`src/rtl/core/stbs_pkg.sv`:
```
// ----------------------------------------------------------------------------
// stbs_pkg
// Types and codes shared by the sort-then-search controller and datapath.
// ----------------------------------------------------------------------------
package stbs_pkg;

	localparam int unsigned VAL_W = 32;
	localparam int unsigned POS_W = 6;

	// Operation codes of an input item
	typedef enum logic [1:0] {
		OP_APPEND = 2'd0,
		OP_SEARCH = 2'd1,
		OP_CLEAR  = 2'd2
	} op_t;

	// Datapath commands issued by the controller
	typedef enum logic [3:0] {
		CMD_NONE       = 4'd0,
		CMD_ACCEPT     = 4'd1,
		CMD_PASS_LOAD  = 4'd2,
		CMD_PASS_FIRST = 4'd3,
		CMD_PASS_STEP  = 4'd4,
		CMD_PASS_END   = 4'd5,
		CMD_SRCH_CHK   = 4'd6,
		CMD_SRCH_CMP   = 4'd7
	} dp_cmd_t;

	// Datapath status back to the controller
	typedef struct packed {
		logic few_elems;   // fewer than two elements stored
		logic step_last;   // current compare-swap closes the pass
		logic sort_more;   // another pass follows this one
		logic range_open;  // search range not yet empty
		logic key_hit;     // probed element equals the key
	} dp_status_t;

endpackage

```
`src/rtl/core/sort_then_binary_search.sv`:
```
// ----------------------------------------------------------------------------
// sort_then_binary_search
// Element store with in-place bubble sort and binary search on request.
// ----------------------------------------------------------------------------
// Usage:
//   An item is taken when start is high and busy is low. operation selects
//   append (value is stored if fewer than DEPTH elements are held), search
//   (value is the key) or clear. Unused codes are ignored.
//   Append and clear finish in the accepting cycle; busy stays low and no
//   result follows.
//   A search raises busy, sorts the stored elements ascending in place, then
//   probes the sorted array. The result (found, position) shows for exactly
//   one cycle with done high; busy drops in the cycle after done.
//   A search sorts first (no sort when fewer than two elements are stored),
//   then takes a check and a compare per probe, one final check when the key
//   is missing, and the done cycle.
//   The element memory takes one read and one write per cycle, which limits
//   the sort to one compare-swap per cycle.
//   The receiver cannot stall; done is a one-cycle strobe.
//   Reset empties the store; element contents are not cleared.
// ----------------------------------------------------------------------------
module sort_then_binary_search #(
	parameter int unsigned DEPTH = 64
) (
	input  logic                        clk,
	input  logic                        arst_n,
	input  logic                        start,
	output logic                        busy,
	input  logic [1:0]                  operation,
	input  logic signed [31:0]          value,
	output logic                        done,
	output logic                        found,
	output logic [stbs_pkg::POS_W-1:0]  position
);
	import stbs_pkg::*;

	dp_cmd_t    cmd;
	dp_status_t status;

	stbs_ctrl u_ctrl (
		.clk       (clk),
		.arst_n    (arst_n),
		.start     (start),
		.operation (operation),
		.status    (status),
		.cmd       (cmd),
		.busy      (busy),
		.done      (done)
	);

	stbs_dp #(
		.DEPTH (DEPTH)
	) u_dp (
		.clk       (clk),
		.arst_n    (arst_n),
		.cmd       (cmd),
		.operation (operation),
		.value     (value),
		.status    (status),
		.found     (found),
		.position  (position)
	);

endmodule

```
`src/rtl/core/stbs_dp.sv`:
```
// ----------------------------------------------------------------------------
// stbs_dp
// Element memory, counters and compare logic for sort and binary search.
// ----------------------------------------------------------------------------
module stbs_dp #(
	parameter int unsigned DEPTH = 64
) (
	input  logic                         clk,
	input  logic                         arst_n,
	input  stbs_pkg::dp_cmd_t            cmd,
	input  logic [1:0]                   operation,
	input  logic signed [31:0]           value,
	output stbs_pkg::dp_status_t         status,
	output logic                         found,
	output logic [stbs_pkg::POS_W-1:0]   position
);
	import stbs_pkg::*;

	localparam int unsigned AW = $clog2(DEPTH);
	localparam int unsigned CW = $clog2(DEPTH + 1);
	localparam int unsigned EW = AW + POS_W;

	logic signed [VAL_W-1:0] mem [DEPTH];
	logic signed [VAL_W-1:0] rdata_q;
	logic signed [VAL_W-1:0] carry_q;
	logic signed [VAL_W-1:0] key_q;
	logic [CW-1:0]           count_q;
	logic [CW-1:0]           lo_q;
	logic [CW-1:0]           hi_q;
	logic [AW-1:0]           i_q;
	logic [AW-1:0]           j_q;
	logic [AW-1:0]           mid_q;
	logic                    found_q;
	logic [POS_W-1:0]        pos_q;

	logic                    we;
	logic [AW-1:0]           waddr;
	logic [AW-1:0]           raddr;
	logic signed [VAL_W-1:0] wdata;
	logic                    full;
	logic                    swap;
	logic [CW-1:0]           cnt_m1;
	logic [CW:0]             mid_sum;
	logic [CW-1:0]           mid;
	logic [EW-1:0]           mid_ext;

	assign full    = (count_q == CW'(DEPTH));
	assign swap    = (rdata_q > carry_q);
	assign cnt_m1  = count_q - CW'(1);
	assign mid_sum = (CW+1)'(lo_q) + (CW+1)'(hi_q);
	assign mid     = mid_sum[CW:1];
	assign mid_ext = EW'(mid_q);

	assign status.few_elems  = (count_q < CW'(2));
	assign status.step_last  = (j_q == i_q + AW'(1));
	assign status.sort_more  = ((CW+1)'(i_q) + (CW+1)'(2) < (CW+1)'(count_q));
	assign status.range_open = (lo_q < hi_q);
	assign status.key_hit    = (key_q == rdata_q);

	assign found    = found_q;
	assign position = pos_q;

	always_comb begin
		we    = 1'b0;
		waddr = j_q;
		wdata = carry_q;
		raddr = j_q;
		unique case (cmd)
			CMD_ACCEPT: begin
				if (operation == OP_APPEND && !full) begin
					we    = 1'b1;
					waddr = count_q[AW-1:0];
					wdata = value;
				end
			end
			CMD_PASS_LOAD:  raddr = cnt_m1[AW-1:0];
			CMD_PASS_FIRST: raddr = j_q - AW'(1);
			CMD_PASS_STEP: begin
				// larger value settles at j, smaller one rides down in carry
				we    = 1'b1;
				waddr = j_q;
				wdata = swap ? rdata_q : carry_q;
				raddr = j_q - AW'(2);
			end
			CMD_PASS_END: begin
				we    = 1'b1;
				waddr = i_q;
				wdata = carry_q;
			end
			CMD_SRCH_CHK: raddr = mid[AW-1:0];
			default: ;
		endcase
	end

	always_ff @(posedge clk) begin
		if (we) begin
			mem[waddr] <= wdata;
		end
		rdata_q <= mem[raddr];
	end

	always_ff @(posedge clk or negedge arst_n) begin
		if (!arst_n) begin
			count_q <= '0;
		end else if (cmd == CMD_ACCEPT) begin
			if (operation == OP_APPEND && !full) begin
				count_q <= count_q + CW'(1);
			end else if (operation == OP_CLEAR) begin
				count_q <= '0;
			end
		end
	end

	always_ff @(posedge clk) begin
		unique case (cmd)
			CMD_ACCEPT: begin
				if (operation == OP_SEARCH) begin
					key_q <= value;
					i_q   <= '0;
					lo_q  <= '0;
					hi_q  <= count_q;
				end
			end
			CMD_PASS_LOAD:  j_q <= cnt_m1[AW-1:0];
			CMD_PASS_FIRST: carry_q <= rdata_q;
			CMD_PASS_STEP: begin
				j_q <= j_q - AW'(1);
				if (!swap) begin
					carry_q <= rdata_q;
				end
			end
			CMD_PASS_END: i_q <= i_q + AW'(1);
			CMD_SRCH_CHK: begin
				mid_q <= mid[AW-1:0];
				if (!status.range_open) begin
					found_q <= 1'b0;
					pos_q   <= '0;
				end
			end
			CMD_SRCH_CMP: begin
				if (status.key_hit) begin
					found_q <= 1'b1;
					pos_q   <= mid_ext[POS_W-1:0];
				end else if (key_q < rdata_q) begin
					hi_q <= CW'(mid_q);
				end else begin
					lo_q <= CW'(mid_q) + CW'(1);
				end
			end
			default: ;
		endcase
	end

endmodule

```
`src/rtl/core/stbs_ctrl.sv`:
```
// ----------------------------------------------------------------------------
// stbs_ctrl
// Sequencer for sort passes, binary-search probes and the result strobe.
// ----------------------------------------------------------------------------
module stbs_ctrl (
	input  logic                  clk,
	input  logic                  arst_n,
	input  logic                  start,
	input  logic [1:0]            operation,
	input  stbs_pkg::dp_status_t  status,
	output stbs_pkg::dp_cmd_t     cmd,
	output logic                  busy,
	output logic                  done
);
	import stbs_pkg::*;

	typedef enum logic [7:0] {
		S_IDLE       = 8'b0000_0001,
		S_PASS_LOAD  = 8'b0000_0010,
		S_PASS_FIRST = 8'b0000_0100,
		S_PASS_STEP  = 8'b0000_1000,
		S_PASS_END   = 8'b0001_0000,
		S_SRCH_CHK   = 8'b0010_0000,
		S_SRCH_CMP   = 8'b0100_0000,
		S_REPORT     = 8'b1000_0000
	} state_t;

	state_t state_q;
	state_t state_d;

	assign busy = (state_q != S_IDLE);
	assign done = (state_q == S_REPORT);

	always_comb begin
		state_d = state_q;
		cmd     = CMD_NONE;
		unique case (state_q)
			S_IDLE: begin
				if (start) begin
					cmd = CMD_ACCEPT;
					if (operation == OP_SEARCH) begin
						state_d = status.few_elems ? S_SRCH_CHK : S_PASS_LOAD;
					end
				end
			end
			S_PASS_LOAD: begin
				cmd     = CMD_PASS_LOAD;
				state_d = S_PASS_FIRST;
			end
			S_PASS_FIRST: begin
				cmd     = CMD_PASS_FIRST;
				state_d = S_PASS_STEP;
			end
			S_PASS_STEP: begin
				cmd = CMD_PASS_STEP;
				if (status.step_last) begin
					state_d = S_PASS_END;
				end
			end
			S_PASS_END: begin
				cmd     = CMD_PASS_END;
				state_d = status.sort_more ? S_PASS_LOAD : S_SRCH_CHK;
			end
			S_SRCH_CHK: begin
				cmd     = CMD_SRCH_CHK;
				state_d = status.range_open ? S_SRCH_CMP : S_REPORT;
			end
			S_SRCH_CMP: begin
				cmd     = CMD_SRCH_CMP;
				state_d = status.key_hit ? S_REPORT : S_SRCH_CHK;
			end
			S_REPORT: state_d = S_IDLE;
			default:  state_d = S_IDLE;
		endcase
	end

	always_ff @(posedge clk or negedge arst_n) begin
		if (!arst_n) begin
			state_q <= S_IDLE;
		end else begin
			state_q <= state_d;
		end
	end

endmodule

```
`config.mk`:
```
export PLATFORM = sky130hd
export DESIGN_NAME = sort_then_binary_search
export DESIGN_NICKNAME = d
export VERILOG_FILES = /design/src/rtl/core/stbs_pkg.sv /design/src/rtl/core/sort_then_binary_search.sv /design/src/rtl/core/stbs_dp.sv /design/src/rtl/core/stbs_ctrl.sv
export SDC_FILE = /design/constraint.sdc
export NUM_CORES = 2
export LEC_CHECK = 0
export BUFFER_PORTS_ARGS = -buffer_cell sky130_fd_sc_hd__buf_2
export CAP_MARGIN = 10
export CORE_UTILIZATION = 45
export CTS_BUF_LIST = sky130_fd_sc_hd__clkbuf_4 sky130_fd_sc_hd__clkbuf_8 sky130_fd_sc_hd__clkbuf_16
export CTS_CLUSTER_SIZE = 25
export DETAILED_ROUTE_END_ITERATION = 16
export SYNTH_ARGS = -nofsm -noshare
export SYNTH_HDL_FRONTEND = slang
export SYNTH_SLANG_ARGS = --single-unit
```
`constraint.sdc`:
```
create_clock -name clk -period 4.9 [get_ports clk]
set_input_delay 0.245 -clock clk [delete_from_list [all_inputs] [get_ports clk]]
set_output_delay 0.245 -clock clk [all_outputs]
set_load 0.05 [all_outputs]
```
==> run metrics <==
largest fanout on the critical path 19; portion of the post-synthesis area used by sequential elements between 70 and 80%; H-tree depth 4; # IOs 46; final clock period utilization by the worst path 96.19%; flip-flop cell with the highest count after synthesis edfxtp_1; Final Net Count 4637; remaining design rule violation count 0; startpoint type of the worst setup path flop; number of cells on the worst reg-to-reg path 11; GRT overflow 0; Core Area roughly 190000 um2; cell class contributing the biggest share of worst-path delay compound AO/OA/AOI/OAI gates; count of endpoints failing hold in the final timing report 0; fraction of layout instances using a drive strength above 1 28.35%; effective utilization at floorplan 45.54%; outcome completed; vertical die dimension between 400 and 500 um; Slew Viols, Final 0; final critical path time including I/O delays and setup about 4700 ps; worst-path cell with the longest stage delay or4_1; register bit count reported by yosys 2198; via total after detailed routing 45.07k; count of maximum capacitance violations 0; total of buffers placed on input and output ports 45; largest family of logic cells by synthesized area multiplexers; post-synthesis compound-gate area fraction 4.686%; Max Clk Rate 212.2 MHz; synthesized-area fraction occupied by and/or/nand/nor cells 2.068%; ordered cell list for the critical path or4b_1 -> a311oi_2 -> nand2_1 -> a21oi_4 -> buf_12 -> buf_12 -> buf_12 -> mux4_2 -> a22oi_1 -> a21oi_1 -> or4_1; peak supply drop 453.0 uV; tightest slew margin relative to the limit between 20% and 30%; origin of the critical flop-to-flop path u_ctrl.state_q[3]; Final Routed Wirelength 241500 um; Die Outline Area 192600 um2; Largest stage delay, worst path 650 ps; Worst EP arrival around 5400 ps; number of antenna violations at the first check in global routing 16; CTS Buf Count ~220; Iter 0 DRT Violations approximately 5.3k; Rows 159; transition time of the tightest slew-check pin 1058 ps; hold_sp value[1]; number of cells traversed by the worst hold path 2; Longest Clk Path Bufs 3; final RePlAce weighted congestion between 0.8 and 0.9; power per unit of standard cell area between 400 and 500 nW/um2; clock-pin slew of the registers on the worst-case setup and hold paths 60 ps; length of the first detailed-routing pass in iterations 11; setup tns final 0 ps; capture instance of the worst register-to-register path u_dp.rdata_q[14]; Post-Syn Area 85890 um2; required time reported for the critical path endpoint around 5600 ps; global router's overall resource usage 25.13%; wire length of the first global-routing pass 338900 um; Root Driver clkbuf_16; Gate Count Post-Synth 4095; Hold EP u_dp.key_q[1]; Post-Synthesis Mean Instance Area 20.98 um2; critical path capture point type flop; beginning of the critical path u_ctrl.state_q[3]; Critical Path Most Common Cell buf_12; DP HPWL 140300 um; clock tree from TritonCTS done; cell leakage power 32.44 nW; core utilization of the finished layout 53.45%; met3 Use GR 3.765%; buffers inserted by post-CTS timing repair 0; Hold/Removal Path Class input port to flop; fraction of synthesized area in multiplexers 13.50%; met2 usage in global routing 40.07%; setup repair after global routing missed its margin no; pin count of the biggest net entering global routing between 60 and 70; met1 Use GR 35.56%; number of synthesized flops with an enable pin 2151; clk_lat worst skew between 800 and 900 ps; xor-xnor portion of the synthesized cell area less than 1%; Die X around 440 um; buffers plus inverters on the worst setup path 3; post-synth cell types 73; Top Usage Layer GRT met2; final routed wire length divided by cell count approximately 33 um; hold bufs inserted after CTS 39; sinks on the clock net ~2.2k; synthesis-to-layout area growth 17.35%; post-synthesis share of cell area spent on full adders, half adders and majority gates 1.334%; number of routed nets with antenna violations 0; quantity of gates resized following cts 0; critical path class flop to flop; number of global-route vias before repair 44.77k; Clock Skews 51.93 ps; detail-routed via count per cell 6.241; Synth async-reset ratio 0.6824%; worst-case register-to-register setup slack ~190 ps; setup violators final 0; synthesized net count approximately 4.2k; count of synthesis-stage warnings from yosys 0
stage by stage:
stage               cell area (um2)  setup WS [ps]  power [mW]  hold WS (ps)  std cells
floorplan                     85890          17.71       28.92        -50.59       4095
global placement              93060          197.7       33.70         166.4       6747
detailed placement            93070          286.9       33.79         170.9       6748
CTS                          100700          276.5       50.47         68.82       7197
global route                 100800          95.41       51.78         106.9       7203
finish                       100800          186.5       50.22         134.3       7221
how the worst max path moves through the flow:
stage / endpoint / slack (ps) / cells after the start
after floorplan: u_dp.mem[0][14] / 20 / 12
after global placement: u_dp.rdata_q[14] / 200 / 13
after detailed placement: u_dp.rdata_q[14] / 290 / 11
after CTS: u_dp.rdata_q[14] / 280 / 11
after global routing: u_dp.rdata_q[14] / 100 / 11
final: u_dp.rdata_q[14] / 190 / 11
final cells by class:
type                            count  area, um2
Fill cell                       14465      87800
Timing Repair Buffer              408       4766
Multi-Input combinational cell   1589      19590
Inverter                           97      369.1
Sequential cell                  2198      65610
Clock inverter                    119       1181
Antenna cell                       24      60.06
Clock buffer                      291       6097
Tap cell                         2495       3122
layout by cell type, fill, tap and decap left out, types with 47 or more instances in the layout:
cell type	instances
buf_4	186
mux4_2	499
nand2_1	81
a22oi_1	258
buf_12	137
nor2_1	52
a21oi_1	158
clkinv_1	47
ha_1	90
o211ai_1	53
nor2_4	64
clkbuf_16	218
clkbuf_4	58
edfxtp_1	2151
inv_1	95
cells in the mapped netlist (5+ instances only):
master / count / area (um2)
dfrtp_1: 14 / 350.3
xnor2_1: 21 / 183.9
nand3_1: 15 / 75.07
nor2b_1: 6 / 37.54
and4_1: 5 / 43.79
ha_1: 90 / 1126
edfxtp_1: 2151 / 64590
and3_1: 7 / 43.79
buf_4: 24 / 180.2
or3_1: 10 / 62.56
nor2_1: 116 / 435.4
or4_1: 32 / 240.2
nand2_1: 83 / 311.6
nand4_1: 20 / 125.1
nor3_1: 14 / 70.07
o21ai_0: 15 / 75.07
nand2b_1: 12 / 75.07
o22ai_1: 6 / 37.54
mux4_1: 13 / 341.6
dfxtp_1: 32 / 640.6
and2_1: 15 / 93.84
o21a_1: 7 / 52.55
mux4_2: 499 / 11240
o211ai_1: 53 / 397.9
a21o_1: 39 / 292.8
buf_2: 81 / 405.4
o221ai_1: 10 / 87.58
buf_6: 7 / 78.83
a21oi_1: 166 / 830.8
inv_1: 95 / 356.6
clkbuf_1: 97 / 364.1
a22oi_1: 258 / 1937
xor2_1: 17 / 148.9
power by group:
group          switching [mW]  total (mW)  internal [mW]  leakage, nW
logic                    6.76        11.4           4.62         8.99
clock network            7.17        16.8           9.61         3.63
registers               0.491        22.1           21.6         19.8
total                    14.4        50.2           35.8         32.4
flip-flops by register name, indices dropped and copies added, names as in the netlist:
signal and cells:
u_dp.key_q 32, u_dp.mem 2048, u_dp.found 1, u_dp.position 6
u_ctrl.state_q 8, u_dp.j_q 6, u_dp.count_q 7, u_dp.i_q 6
u_dp.carry_q 32, u_dp.mid_q 6, u_dp.rdata_q 32, u_dp.hi_q 7
u_dp.lo_q 7
kinds of logic (layout without fill, tap and decap cells):
kind of cell / after synthesis / after routing
fa+ha+maj: 91 / 91
buf+inv: 308 / 915
compound gates: 591 / 591
mux: 514 / 514
simple gates: 355 / 355
other cells: 0 / 24
flops: 2198 / 2198
xor+xnor: 38 / 38
per-layer routing:
layer / share of wire [%] / up-vias
li1: - / 18121
met1: 41 / 24489
met2: 48 / 2087
met3: 7.6 / 358
met4: 3.3 / 10
met5: 0.031 / -
Power figures use the tool's default switching activity.
